### src/hw/rtl/gaq_pkg.sv
// gas alarm qualifier package: severity, opcode and register index codes,
// the result record and the fixed widths shared by the rtl files
// no dependencies
`timescale 1ns / 1ps

package gaq_pkg;

  // number of sensor channels and width of a channel index
  localparam int unsigned NUM_CH   = 3;
  localparam int unsigned CH_IDX_W = 2;

  // confirm counter
  localparam int unsigned CNT_W     = 8;
  localparam logic [7:0]  COUNT_MAX = 8'd255;

  // configuration port
  localparam int unsigned CFG_ADDR_W = 4;
  localparam int unsigned CFG_DATA_W = 16;

  // register reset values
  localparam logic [15:0] LEVEL_RESET   = 16'hFFFF;
  localparam logic [7:0]  CONFIRM_RESET = 8'd3;
  localparam logic [7:0]  GRACE_RESET   = 8'd10;

  // master-side data width
  localparam int unsigned OUT_TDATA_W = 16;

  typedef enum logic [1:0] {
    SEV_NORM = 2'd0,
    SEV_WARN = 2'd1,
    SEV_CRIT = 2'd2
  } sev_e;

  typedef enum logic {
    OP_SAMPLE = 1'b0,
    OP_RECAL  = 1'b1
  } op_e;

  typedef enum logic [CFG_ADDR_W-1:0] {
    CFG_WARN0   = 4'd0,
    CFG_CRIT0   = 4'd1,
    CFG_WARN1   = 4'd2,
    CFG_CRIT1   = 4'd3,
    CFG_WARN2   = 4'd4,
    CFG_CRIT2   = 4'd5,
    CFG_CONFIRM = 4'd6,
    CFG_GRACE   = 4'd7
  } cfg_idx_e;

  // buzzer patterns
  typedef enum logic [1:0] {
    BUZZ_OFF  = 2'd0,
    BUZZ_WARN = 2'd1,
    BUZZ_CRIT = 2'd2
  } buzz_e;

  // alert qualification settings
  typedef struct packed {
    logic [CNT_W-1:0] confirm_cycles;
    logic [CNT_W-1:0] grace_cycles;
  } cfg_ctrl_t;

  // one result record, last member in the lowest bits
  typedef struct packed {
    logic                invert_display;
    logic                voice_critical;
    buzz_e               buzzer_mode;
    logic                alert_confirmed;
    logic [CH_IDX_W-1:0] worst_channel;
    sev_e                worst_level;
    sev_e                level_ch2;
    sev_e                level_ch1;
    sev_e                level_ch0;
  } result_t;

endpackage

### src/hw/rtl/multi_channel_gas_alarm_qualifier.sv
// gas alarm qualifier top level: input register, classifiers, qualifier
// state and result register with stream handshakes
// depends on gaq_pkg, gaq_cfg_regs, gaq_classify, gaq_qualifier
//
//  channel   direction  handshake                        payload
//  s_axis    in         s_axis_tvalid_i/s_axis_tready_o  tdata ppm x3, tuser opcode
//  m_axis    out        m_axis_tvalid_o/m_axis_tready_i  tdata result record
//  cfg       in         cfg_valid_i/cfg_ready_o          cfg_addr_i, cfg_data_i
//
// one item per cycle unless m_axis stalls: a transaction lands in the input
// register, the classifiers and the qualifier work on it combinationally into the result register
// m_axis valid rises when the result register takes the item from the input register
// a recalibration transaction updates grace and produces no result
// a stall on m_axis holds the result register; the input register still takes
// recalibrations and s_axis stays ready while the result moves on
// reset is asynchronous, no clearing pass; cfg is always ready
`timescale 1ns / 1ps

module multi_channel_gas_alarm_qualifier #(
  parameter int unsigned PPM_WIDTH = 16,
  localparam int unsigned InTdataW = ((gaq_pkg::NUM_CH * PPM_WIDTH + 7) / 8) * 8
) (
  input  logic                                clk_i,
  input  logic                                rst_ni,
  // slave side
  input  logic                                s_axis_tvalid_i,
  output logic                                s_axis_tready_o,
  // fields from bit 0: ppm_ch0, ppm_ch1, ppm_ch2, zero fill
  input  logic [InTdataW-1:0]                 s_axis_tdata_i,
  // fields from bit 0: opcode
  input  logic                                s_axis_tuser_i,
  // master side
  output logic                                m_axis_tvalid_o,
  input  logic                                m_axis_tready_i,
  // fields from bit 0: level_ch0, level_ch1, level_ch2, worst_level,
  // worst_channel, alert_confirmed, buzzer_mode, voice_critical,
  // invert_display, zero fill
  output logic [gaq_pkg::OUT_TDATA_W-1:0]     m_axis_tdata_o,
  // configuration
  input  logic                                cfg_valid_i,
  output logic                                cfg_ready_o,
  input  logic [gaq_pkg::CFG_ADDR_W-1:0]      cfg_addr_i,
  input  logic [gaq_pkg::CFG_DATA_W-1:0]      cfg_data_i
);
  import gaq_pkg::*;

  logic [NUM_CH-1:0][PPM_WIDTH-1:0] warn_lvl, crit_lvl;
  cfg_ctrl_t                        ctrl;

  logic                             in_valid_q, in_valid_d;
  op_e                              in_op_q;
  logic [NUM_CH-1:0][PPM_WIDTH-1:0] in_ppm_q;
  logic                             in_fire;
  logic                             advance;
  logic                             is_recal;

  sev_e [NUM_CH-1:0]                level;
  result_t                          result;
  result_t                          out_res_q;
  logic                             out_valid_q, out_valid_d;

  assign cfg_ready_o = 1'b1;

  gaq_cfg_regs #(
    .PPM_WIDTH (PPM_WIDTH)
  ) u_cfg_regs (
    .clk_i       (clk_i),
    .rst_ni      (rst_ni),
    .cfg_valid_i (cfg_valid_i),
    .cfg_addr_i  (cfg_addr_i),
    .cfg_data_i  (cfg_data_i),
    .warn_lvl_o  (warn_lvl),
    .crit_lvl_o  (crit_lvl),
    .ctrl_o      (ctrl)
  );

  // handshake: the input register moves on when its item is a recalibration or has a free result slot
  assign is_recal        = (in_op_q == OP_RECAL);
  assign advance         = in_valid_q && (is_recal || !out_valid_q || m_axis_tready_i);
  assign s_axis_tready_o = !in_valid_q || advance;
  assign in_fire         = s_axis_tvalid_i && s_axis_tready_o;

  always_comb begin
    in_valid_d = in_valid_q;
    if (in_fire) begin
      in_valid_d = 1'b1;
    end else if (advance) begin
      in_valid_d = 1'b0;
    end
  end

  // input register
  always_ff @(posedge clk_i or negedge rst_ni) begin
    if (!rst_ni) begin
      in_valid_q <= 1'b0;
    end else begin
      in_valid_q <= in_valid_d;
    end
  end

  always_ff @(posedge clk_i) begin
    if (in_fire) begin
      in_op_q <= op_e'(s_axis_tuser_i);
      for (int i = 0; i < NUM_CH; i++) begin
        in_ppm_q[i] <= s_axis_tdata_i[i*PPM_WIDTH +: PPM_WIDTH];
      end
    end
  end

  // channel classifiers
  for (genvar g = 0; g < NUM_CH; g++) begin : g_ch
    gaq_classify #(
      .PPM_WIDTH (PPM_WIDTH)
    ) u_classify (
      .ppm_i      (in_ppm_q[g]),
      .warn_lvl_i (warn_lvl[g]),
      .crit_lvl_i (crit_lvl[g]),
      .level_o    (level[g])
    );
  end

  gaq_qualifier u_qualifier (
    .clk_i    (clk_i),
    .rst_ni   (rst_ni),
    .step_i   (advance),
    .recal_i  (is_recal),
    .level_i  (level),
    .ctrl_i   (ctrl),
    .result_o (result)
  );

  // result register
  always_comb begin
    out_valid_d = out_valid_q;
    if (advance && !is_recal) begin
      out_valid_d = 1'b1;
    end else if (m_axis_tready_i) begin
      out_valid_d = 1'b0;
    end
  end

  always_ff @(posedge clk_i or negedge rst_ni) begin
    if (!rst_ni) begin
      out_valid_q <= 1'b0;
    end else begin
      out_valid_q <= out_valid_d;
    end
  end

  always_ff @(posedge clk_i) begin
    if (advance && !is_recal) begin
      out_res_q <= result;
    end
  end

  assign m_axis_tvalid_o = out_valid_q;
  assign m_axis_tdata_o  = OUT_TDATA_W'(out_res_q);

endmodule

### src/hw/rtl/gaq_cfg_regs.sv
// gas alarm qualifier configuration registers: thresholds per channel,
// confirm length and grace length
// depends on gaq_pkg
`timescale 1ns / 1ps

module gaq_cfg_regs #(
  parameter int unsigned PPM_WIDTH = 16
) (
  input  logic                                              clk_i,
  input  logic                                              rst_ni,
  input  logic                                              cfg_valid_i,
  input  logic [gaq_pkg::CFG_ADDR_W-1:0]                    cfg_addr_i,
  input  logic [gaq_pkg::CFG_DATA_W-1:0]                    cfg_data_i,
  output logic [gaq_pkg::NUM_CH-1:0][PPM_WIDTH-1:0]         warn_lvl_o,
  output logic [gaq_pkg::NUM_CH-1:0][PPM_WIDTH-1:0]         crit_lvl_o,
  output gaq_pkg::cfg_ctrl_t                                ctrl_o
);
  import gaq_pkg::*;

  logic [NUM_CH-1:0][PPM_WIDTH-1:0] warn_q, warn_d;
  logic [NUM_CH-1:0][PPM_WIDTH-1:0] crit_q, crit_d;
  cfg_ctrl_t                        ctrl_q, ctrl_d;
  logic [PPM_WIDTH-1:0]             lvl_val;

  // thresholds take the low 16 bits, fitted to the reading width
  assign lvl_val = PPM_WIDTH'(cfg_data_i);

  // register write decode, unknown indexes are dropped
  always_comb begin
    warn_d = warn_q;
    crit_d = crit_q;
    ctrl_d = ctrl_q;
    if (cfg_valid_i) begin
      case (cfg_addr_i)
        CFG_WARN0:   warn_d[0] = lvl_val;
        CFG_CRIT0:   crit_d[0] = lvl_val;
        CFG_WARN1:   warn_d[1] = lvl_val;
        CFG_CRIT1:   crit_d[1] = lvl_val;
        CFG_WARN2:   warn_d[2] = lvl_val;
        CFG_CRIT2:   crit_d[2] = lvl_val;
        CFG_CONFIRM: ctrl_d.confirm_cycles = cfg_data_i[CNT_W-1:0];
        CFG_GRACE:   ctrl_d.grace_cycles = cfg_data_i[CNT_W-1:0];
        default: begin
        end
      endcase
    end
  end

  always_ff @(posedge clk_i or negedge rst_ni) begin
    if (!rst_ni) begin
      for (int i = 0; i < NUM_CH; i++) begin
        warn_q[i] <= PPM_WIDTH'(LEVEL_RESET);
        crit_q[i] <= PPM_WIDTH'(LEVEL_RESET);
      end
      ctrl_q.confirm_cycles <= CONFIRM_RESET;
      ctrl_q.grace_cycles   <= GRACE_RESET;
    end else begin
      warn_q <= warn_d;
      crit_q <= crit_d;
      ctrl_q <= ctrl_d;
    end
  end

  assign warn_lvl_o = warn_q;
  assign crit_lvl_o = crit_q;
  assign ctrl_o     = ctrl_q;

endmodule

### src/hw/rtl/gaq_classify.sv
// gas alarm qualifier channel classifier: one reading against its
// warning and critical thresholds, critical tested first
// depends on gaq_pkg
`timescale 1ns / 1ps

module gaq_classify #(
  parameter int unsigned PPM_WIDTH = 16
) (
  input  logic [PPM_WIDTH-1:0] ppm_i,
  input  logic [PPM_WIDTH-1:0] warn_lvl_i,
  input  logic [PPM_WIDTH-1:0] crit_lvl_i,
  output gaq_pkg::sev_e        level_o
);
  import gaq_pkg::*;

  // thresholds are used as given even when warn is above crit
  always_comb begin
    if (ppm_i >= crit_lvl_i) begin
      level_o = SEV_CRIT;
    end else if (ppm_i >= warn_lvl_i) begin
      level_o = SEV_WARN;
    end else begin
      level_o = SEV_NORM;
    end
  end

endmodule

### src/hw/rtl/gaq_qualifier.sv
// gas alarm qualifier state and decision: confirm counters, grace
// countdown, worst channel pick and blink phase, builds the result record
// depends on gaq_pkg
`timescale 1ns / 1ps

module gaq_qualifier (
  input  logic                                 clk_i,
  input  logic                                 rst_ni,
  input  logic                                 step_i,
  input  logic                                 recal_i,
  input  gaq_pkg::sev_e [gaq_pkg::NUM_CH-1:0]  level_i,
  input  gaq_pkg::cfg_ctrl_t                   ctrl_i,
  output gaq_pkg::result_t                     result_o
);
  import gaq_pkg::*;

  logic [NUM_CH-1:0][CNT_W-1:0] count_q, count_d;
  logic [CNT_W-1:0]             grace_q, grace_d;
  logic                         blink_q, blink_d;
  sev_e                         worst;
  logic [CH_IDX_W-1:0]          widx;
  logic                         confirmed;
  logic                         sample;

  assign sample = step_i && !recal_i;

  // per-channel counters clear on normal, otherwise count up to the cap
  always_comb begin
    for (int i = 0; i < NUM_CH; i++) begin
      if (level_i[i] == SEV_NORM) begin
        count_d[i] = '0;
      end else if (count_q[i] == COUNT_MAX) begin
        count_d[i] = count_q[i];
      end else begin
        count_d[i] = count_q[i] + CNT_W'(1);
      end
    end
  end

  // worst channel, lowest index wins a tie
  always_comb begin
    worst = SEV_NORM;
    widx  = '0;
    for (int i = 0; i < NUM_CH; i++) begin
      if (level_i[i] > worst) begin
        worst = level_i[i];
        widx  = CH_IDX_W'(i);
      end
    end
  end

  assign confirmed = (worst != SEV_NORM) && (count_d[widx] >= ctrl_i.confirm_cycles) &&
                     (grace_q == '0);

  // grace reloads on recalibration and runs down on samples
  always_comb begin
    grace_d = grace_q;
    if (step_i && recal_i) begin
      grace_d = ctrl_i.grace_cycles;
    end else if (sample && grace_q != '0) begin
      grace_d = grace_q - CNT_W'(1);
    end
  end

  assign blink_d = confirmed ? !blink_q : 1'b0;

  always_ff @(posedge clk_i or negedge rst_ni) begin
    if (!rst_ni) begin
      count_q <= '0;
      grace_q <= GRACE_RESET;
      blink_q <= 1'b0;
    end else begin
      grace_q <= grace_d;
      if (sample) begin
        count_q <= count_d;
        blink_q <= blink_d;
      end
    end
  end

  // result record
  always_comb begin
    result_o.level_ch0       = level_i[0];
    result_o.level_ch1       = level_i[1];
    result_o.level_ch2       = level_i[2];
    result_o.worst_level     = worst;
    result_o.worst_channel   = widx;
    result_o.alert_confirmed = confirmed;
    if (confirmed) begin
      result_o.buzzer_mode = (worst == SEV_CRIT) ? BUZZ_CRIT : BUZZ_WARN;
    end else begin
      result_o.buzzer_mode = BUZZ_OFF;
    end
    result_o.voice_critical  = confirmed && (worst == SEV_CRIT);
    result_o.invert_display  = blink_d;
  end

`ifndef SYNTHESIS
  // no alert while grace is still running
  a_grace_mutes: assert property (@(posedge clk_i) disable iff (!rst_ni)
    (grace_q != '0) |-> !result_o.alert_confirmed && result_o.buzzer_mode == BUZZ_OFF)
    else $error("alert raised during grace");

  // a sample with grace left takes exactly one off
  a_grace_down: assert property (@(posedge clk_i) disable iff (!rst_ni)
    (sample && grace_q != '0) |=> grace_q == $past(grace_q) - CNT_W'(1))
    else $error("grace did not count down");

  // recalibration loads the grace setting
  a_grace_reload: assert property (@(posedge clk_i) disable iff (!rst_ni)
    (step_i && recal_i) |=> grace_q == $past(ctrl_i.grace_cycles))
    else $error("grace not reloaded on recalibration");

  // blink phase only stays set across confirmed samples
  a_blink_clear: assert property (@(posedge clk_i) disable iff (!rst_ni)
    (sample && !confirmed) |=> !blink_q)
    else $error("blink phase not cleared");
`endif

endmodule
### config.mk
export PLATFORM = sky130hd
export DESIGN_NAME = multi_channel_gas_alarm_qualifier
export DESIGN_NICKNAME = d
export VERILOG_FILES = /design/src/hw/rtl/gaq_pkg.sv /design/src/hw/rtl/multi_channel_gas_alarm_qualifier.sv /design/src/hw/rtl/gaq_cfg_regs.sv /design/src/hw/rtl/gaq_classify.sv /design/src/hw/rtl/gaq_qualifier.sv
export SDC_FILE = /design/constraint.sdc
export NUM_CORES = 1
export LEC_CHECK = 0
export ABC_AREA = 1
export BUFFER_PORTS_ARGS = -buffer_cell sky130_fd_sc_hd__buf_2
export CORE_MARGIN = 1
export CORE_UTILIZATION = 45
export DETAILED_ROUTE_END_ITERATION = 7
export GPL_ROUTABILITY_DRIVEN = 0
export PLACE_DENSITY = 0.75
export SYNTH_ARGS = -nofsm -noshare
export SYNTH_HDL_FRONTEND = slang
export SYNTH_HIERARCHICAL = 1
export SYNTH_SLANG_ARGS = --single-unit
### constraint.sdc
create_clock -name clk_i -period 4.6 [get_ports clk_i]
set_clock_uncertainty 0.15 [all_clocks]
set_input_delay 0.92 -clock clk_i [delete_from_list [all_inputs] [get_ports clk_i]]
set_output_delay 0.92 -clock clk_i [all_outputs]
set_load 0.02 [all_outputs]
Yosys cells after proc, flatten, opt, wreduce, memory -nomap -nowiden --
Index checks and enable logic that the tools add are counted.
Storage, ports and cells: bits in registers 211, bits of input ports 74, word-level logic and storage cells 114
Cells by class: $lt $le $gt $ge 11, $add $sub $neg 4, muxes and demuxes 27, reductions and logical operators 33, eq/ne operators 11
Operators with widths (number):
- $ge A16 B16 Y1 | 6
- $mux W8 | 9
- $add A8 B1 Y8 const B | 3
- $eq A8 B8 Y1 const B | 3
- $bmux W8 S2 | 1
- $eq A4 B3 Y1 const B | 4
- $mux W2 | 8
- $reduce_and A2 Y1 | 8
- $mux W1 | 9
- $eq A4 B2 Y1 const B | 2
- $ge A8 B8 Y1 | 1
- $logic_and A1 B1 Y1 | 8
- $logic_not A8 Y1 | 1
- $reduce_bool A2 Y1 | 4
- $reduce_bool A8 Y1 | 1
- $sub A8 B1 Y8 const B | 1
- $logic_not A2 Y1 | 3
- $eq A4 B1 Y1 const B | 1
- $gt A2 B2 Y1 | 2
- $logic_not A1 Y1 | 4
- $logic_not A4 Y1 | 1
- $logic_or A1 B1 Y1 | 3
- $lt A2 B3 Y1 const B | 1
- $eq A2 B2 Y1 const B | 1
- $gt A2 B1 Y1 const B | 1

Longest topological paths before layout --
word-level depth 15, mapped depth 39, mapped depth without buffers 38

By module --
Netlist, hierarchy kept.
By module, submodules not included:
- gaq_cfg_regs | area each 4819.6 um2, instances 1, cells each 528
- gaq_qualifier | area each 2703.8 um2, instances 1, cells each 397
- gaq_classify | area each 879.6 um2, instances 3, cells each 147
- multi_channel_gas_alarm_qualifier | area each 2055.7 um2, instances 1, cells each 85

Least setup slack after synthesis --
OpenSTA, ideal clock, no wires.
kind reg2reg, from register u_cfg_regs.crit_q (netlist bit u_cfg_regs/crit_lvl_o[31]), to register out_res_q (netlist bit m_axis_tdata_o[13]) (data pin), data arrival time 3.992 ns, cell stages (with the launch flop) 32, library setup time 0.251 ns, slack 0.207 ns, data required time 4.199 ns, path buffers 1, cell sequence dfstp_2 inv_1 ha_1 nand2_2 nor4_2 nand2_1 nand2_2 inv_1 ha_1 o21ai_0 nand3_1 and2_1 ha_1 nand2_1 nand2_1 inv_2 nor2_2 inv_1 o21ai_0 nor2_1 ha_1 nand2_1 nand3_1 nand2_1 nand2_1 nand2_1 nand2_1 nand3_1 inv_1 nand2_1 inv_1 buf_4
RTL lines:
- start: declaration | line gaq_cfg_regs.sv:21 | logic [NUM_CH-1:0][PPM_WIDTH-1:0] crit_q, crit_d;
- start signal: indexed assignment | line gaq_cfg_regs.sv:53 | crit_q[i] <= PPM_WIDTH'(LEVEL_RESET);
- start signal: assignment | line gaq_cfg_regs.sv:59 | crit_q <= crit_d;
- end signal: assignment | line multi_channel_gas_alarm_qualifier.sv:152 | out_res_q <= result;
- end: declaration | line multi_channel_gas_alarm_qualifier.sv:59 | result_t out_res_q;

==> impl_summary.log <==
[metrics] Yosys warnings: 6
[metrics] Cell Area, Synth: 12200 um2
[metrics] total instance count after detailed placement: 1830
[metrics] Highest Clock Rate: 227 MHz
[metrics] Synth Area in Simple Gates: 25.6%
[metrics] share of cells above drive strength 1: 22.7%
[metrics] buffers and inverters on the worst path: 6
[metrics] clock slew seen by the registers of the worst setup and hold paths: 60 ps
[metrics] critical path required time: 4730 ps
[metrics] sequential power share: 37.5%
[metrics] sequential element share of the synthesized area: 46.9%
[metrics] classification of the worst-slack hold path: in2async
[metrics] die outline area: 27800 um2
[metrics] shortest clock period the worst path allows after layout: 4400 ps
[metrics] family with the most delay on the worst path: simple AND/OR/NAND/NOR gates
[metrics] internal power: 4.59 mW
[metrics] CTS Root Buffer Type: sky130_fd_sc_hd__clkbuf_16
[metrics] wire length of the first global-routing pass: 47100 um
[metrics] Post-Layout Cell Count: 1884
[metrics] number of DRC markers in iteration 0: 719
[metrics] maximum fanout count along the critical path: 7
[metrics] Core ar.: 26400 um2
[metrics] buffer depth of the longest clock path: 3
[metrics] initial antenna violation count: 3
[metrics] Final Hold Violating Endpoints: 0
[metrics] Clk network pwr share: 29.0%
[metrics] Global Route met2 Usage: 34.8%
[metrics] busiest layer in global routing: met2
[metrics] met3 layer usage reported by global route: 3.04%
[metrics] synthesized netlist net count: 1639
[metrics] DIE HEIGHT: 167 um
[metrics] CTS tree: done
[metrics] most common cell after layout, fill and taps aside: sky130_fd_sc_hd__nand2_1
[metrics] final instance area: 14200 um2
[metrics] actual transition at the worst max-transition pin: 1070 ps
[metrics] DRT antenna net count: 0
[metrics] Net count, final: 1715
[metrics] register bit total from synthesis: 211
[metrics] die width: 167 um
[metrics] commonest cells after routing, fill and taps aside: 473 x sky130_fd_sc_hd__nand2_1, 211 x sky130_fd_sc_hd__inv_1, 102 x sky130_fd_sc_hd__dfstp_2
[metrics] dominant combinational cell family by area after synthesis: simple AND/OR/NAND/NOR gates
[metrics] Initial Utilization: 46.4%
[metrics] xor and xnor fraction of the mapped netlist area: 0.215%
[metrics] multiplexer area fraction after synthesis: 0%
[metrics] maximum number of pins on one net before global-route repair: 83
[metrics] count of vias placed by the detailed router: 9792
[metrics] CTS H-Tree Depth: 1
[metrics] drt first pass iters: 5
[metrics] top cell type's share of synthesized area: 21.9%
[metrics] cell at the slowest stage of the critical path: sky130_fd_sc_hd__dfstp_2
[metrics] I/O pin count: 93
[metrics] max-cap viol count: 0
[metrics] clock latency on the worst-skew pair: 530 ps
[metrics] Peak supply drop: 0.000350 V
[metrics] Pleak: 6.89 nW
[metrics] WS Path Type: reg2reg
[metrics] number of library cell types mapped by synthesis: 41
[metrics] fraction of registers with async set or reset after synthesis: 69.7%
[metrics] Syn Inst Count: 1451
[metrics] via count of the first global-routing pass: 9319
[metrics] Top cell by count, worst path: sky130_fd_sc_hd__nand2_1
[metrics] count of input and output buffers: 90
[metrics] core occupancy in the finished layout: 53.8%
[metrics] total wirelength of the detailed-routed design: 29500 um
[metrics] worst max-slew margin expressed relative to the limit: 28.5%
[metrics] Adder-Cell Fraction of Synth Area: 11.7%
[metrics] routed wire length per instance: 15.7 um
[metrics] final slew viol count: 0
[metrics] final-report setup violation count: 0
[metrics] detailed-route DRC error count: 0
[metrics] Gate power share: 33.5%
[metrics] global router's overall resource usage: 21.1%
[metrics] compound-cell area share of the yosys netlist: 6.29%
[metrics] slack of the worst reg-to-reg path: 200 ps
[metrics] CTS buffer count: 25
[metrics] Switching Fraction: 34.6%
[metrics] post-synthesis cell type with the largest combined area: sky130_fd_sc_hd__dfstp_2
[metrics] average instance area after synthesis: 8.42 um2
[metrics] number of synthesized flops with an enable pin: 64
[metrics] power density of the placed cells: 495 nW/um2
[metrics] Synth-to-Final Area Change: 16.1%
[metrics] DR vias/cell: 5.20
[metrics] primary flip-flop cell chosen by synthesis mapping: sky130_fd_sc_hd__dfstp_2
[metrics] GR Overflow Total: 0
[metrics] detailed placement HPWL: 20200 um
[metrics] result of the run: complete, no violations
[metrics] instance area after placement: 12900 um2
[metrics] type of origin of the critical path: register
[metrics] Largest stage delay, worst path: 530 ps
[metrics] row count: 59
[metrics] top area cells in the synthesized netlist: sky130_fd_sc_hd__dfstp_2 22%, sky130_fd_sc_hd__edfxtp_1 16%, sky130_fd_sc_hd__nand2_1 15%, sky130_fd_sc_hd__ha_1 12%, sky130_fd_sc_hd__dfrtp_1 9.2%
[metrics] arrival time at the worst endpoint: 4530 ps
[metrics] Clock Sink Count: 211
[metrics] endpoint class of the critical path: register
[metrics] Period Utilization, post-route: 95.7%
[metrics] met1 global-route usage: 28.7%
[metrics] reported net switching power: 2.43 mW
worst register-to-register path: cells and delay by family (launching register included):
kind | cells | cell delay (ps)
fa+ha+maj | 4 | 1070
flops | 1 | 530
compound gates | 4 | 530
buf+inv | 6 | 400
simple gates | 18 | 1430
sequential cells by signal (all words and copies together), names as in the netlist, 8 cells and up:
signal and cells:
in_ppm_q 48, m_axis_tdata_o 15, u_cfg_regs/crit_lvl_o 48, u_cfg_regs/ctrl_o 16, u_cfg_regs/warn_lvl_o 48, u_qualifier/count_q 24, u_qualifier/grace_q 8
final timing paths:
kind	startpoint	endpoint	cells past startpoint
max reg2reg	u_cfg_regs/crit_lvl_o[25]$_DFFE_PN1P_	m_axis_tdata_o[13]$_DFFE_PP_	32
max	u_cfg_regs/crit_lvl_o[25]$_DFFE_PN1P_	m_axis_tdata_o[13]$_DFFE_PP_	32
max in group asynchronous	rst_ni	u_cfg_regs/warn_lvl_o[41]$_DFFE_PN1P_	2
min reg2reg	u_cfg_regs/crit_lvl_o[7]$_DFFE_PN1P_	u_cfg_regs/crit_lvl_o[7]$_DFFE_PN1P_	2
min	rst_ni	u_qualifier/count_q[6]$_DFFE_PN0P_	1
min in group clk_i	u_cfg_regs/crit_lvl_o[7]$_DFFE_PN1P_	u_cfg_regs/crit_lvl_o[7]$_DFFE_PN1P_	2
cells in the mapped netlist (10+ instances only):
cell	number
sky130_fd_sc_hd__inv_1	220
sky130_fd_sc_hd__dfstp_2	102
sky130_fd_sc_hd__dfrtp_1	45
sky130_fd_sc_hd__nand4_1	58
sky130_fd_sc_hd__o21bai_1	19
sky130_fd_sc_hd__nand2_2	10
sky130_fd_sc_hd__o21ai_0	46
sky130_fd_sc_hd__ha_1	114
sky130_fd_sc_hd__a21oi_1	45
sky130_fd_sc_hd__buf_4	15
sky130_fd_sc_hd__nor2_1	59
sky130_fd_sc_hd__nand2_1	487
sky130_fd_sc_hd__edfxtp_1	64
sky130_fd_sc_hd__clkbuf_1	14
sky130_fd_sc_hd__buf_2	19
sky130_fd_sc_hd__nand3_1	56
stage by stage:
stage               hold slack (ps)  power, mW  TNS [ps]  worst slack (ps)
floorplan                       287       4.15         0               207
global placement                299       4.58         0               134
detailed placement              304       4.68     -89.1             -44.5
CTS                             314       6.77         0              5.63
global route                    324       7.53     -64.6             -32.4
finish                          302       7.01         0               199
area by class of cell:
| class | instances | area [um2] |
|---|---|---|
| Antenna cell | 3 | 7.51 |
| Tap cell | 335 | 419 |
| Timing Repair Buffer | 103 | 572 |
| Clock inverter | 12 | 124 |
| Fill cell | 2319 | 12200 |
| Sequential cell | 211 | 5730 |
| Inverter | 222 | 836 |
| Clock buffer | 34 | 733 |
| Multi-Input combinational cell | 964 | 5760 |
per-layer routing:
metal | share of wire [%] | wire [um] | vias to the layer above
li1 | - | - | 4805
met1 | 44 | 13000 | 4592
met2 | 46 | 13700 | 331
met3 | 6.0 | 1760 | 64
met4 | 3.5 | 1020 | 0
met5 | 0 | 0 | -
power by group through the flow:
stage | registers [mW] | logic, mW | clock network, mW
after global placement | 2.64 | 1.94 | 0
final | 2.63 | 2.35 | 2.04
after global routing | 2.68 | 2.70 | 2.16
after detailed placement | 2.65 | 2.03 | 0
after CTS | 2.62 | 2.06 | 2.08
after floorplan | 2.61 | 1.54 | 0
logic make-up after synthesis:
family | after synthesis
adder cells (fa/ha/maj) | 114
AND/OR/NAND/NOR | 711
XOR/XNOR | 3
other | 2
flip-flops | 211
AO/OA/AOI/OAI | 134
buffers and inverters | 276
timing repair:
item                                    CTS  global route
gates cloned                              0             1
setup buffers                             0             4
hold buffers                              0             0
endpoints found under the setup margin    3             6
gates resized for setup                   2            75
pin swaps                                 0            37
Note: power is estimated with default switching activity, not from simulation.
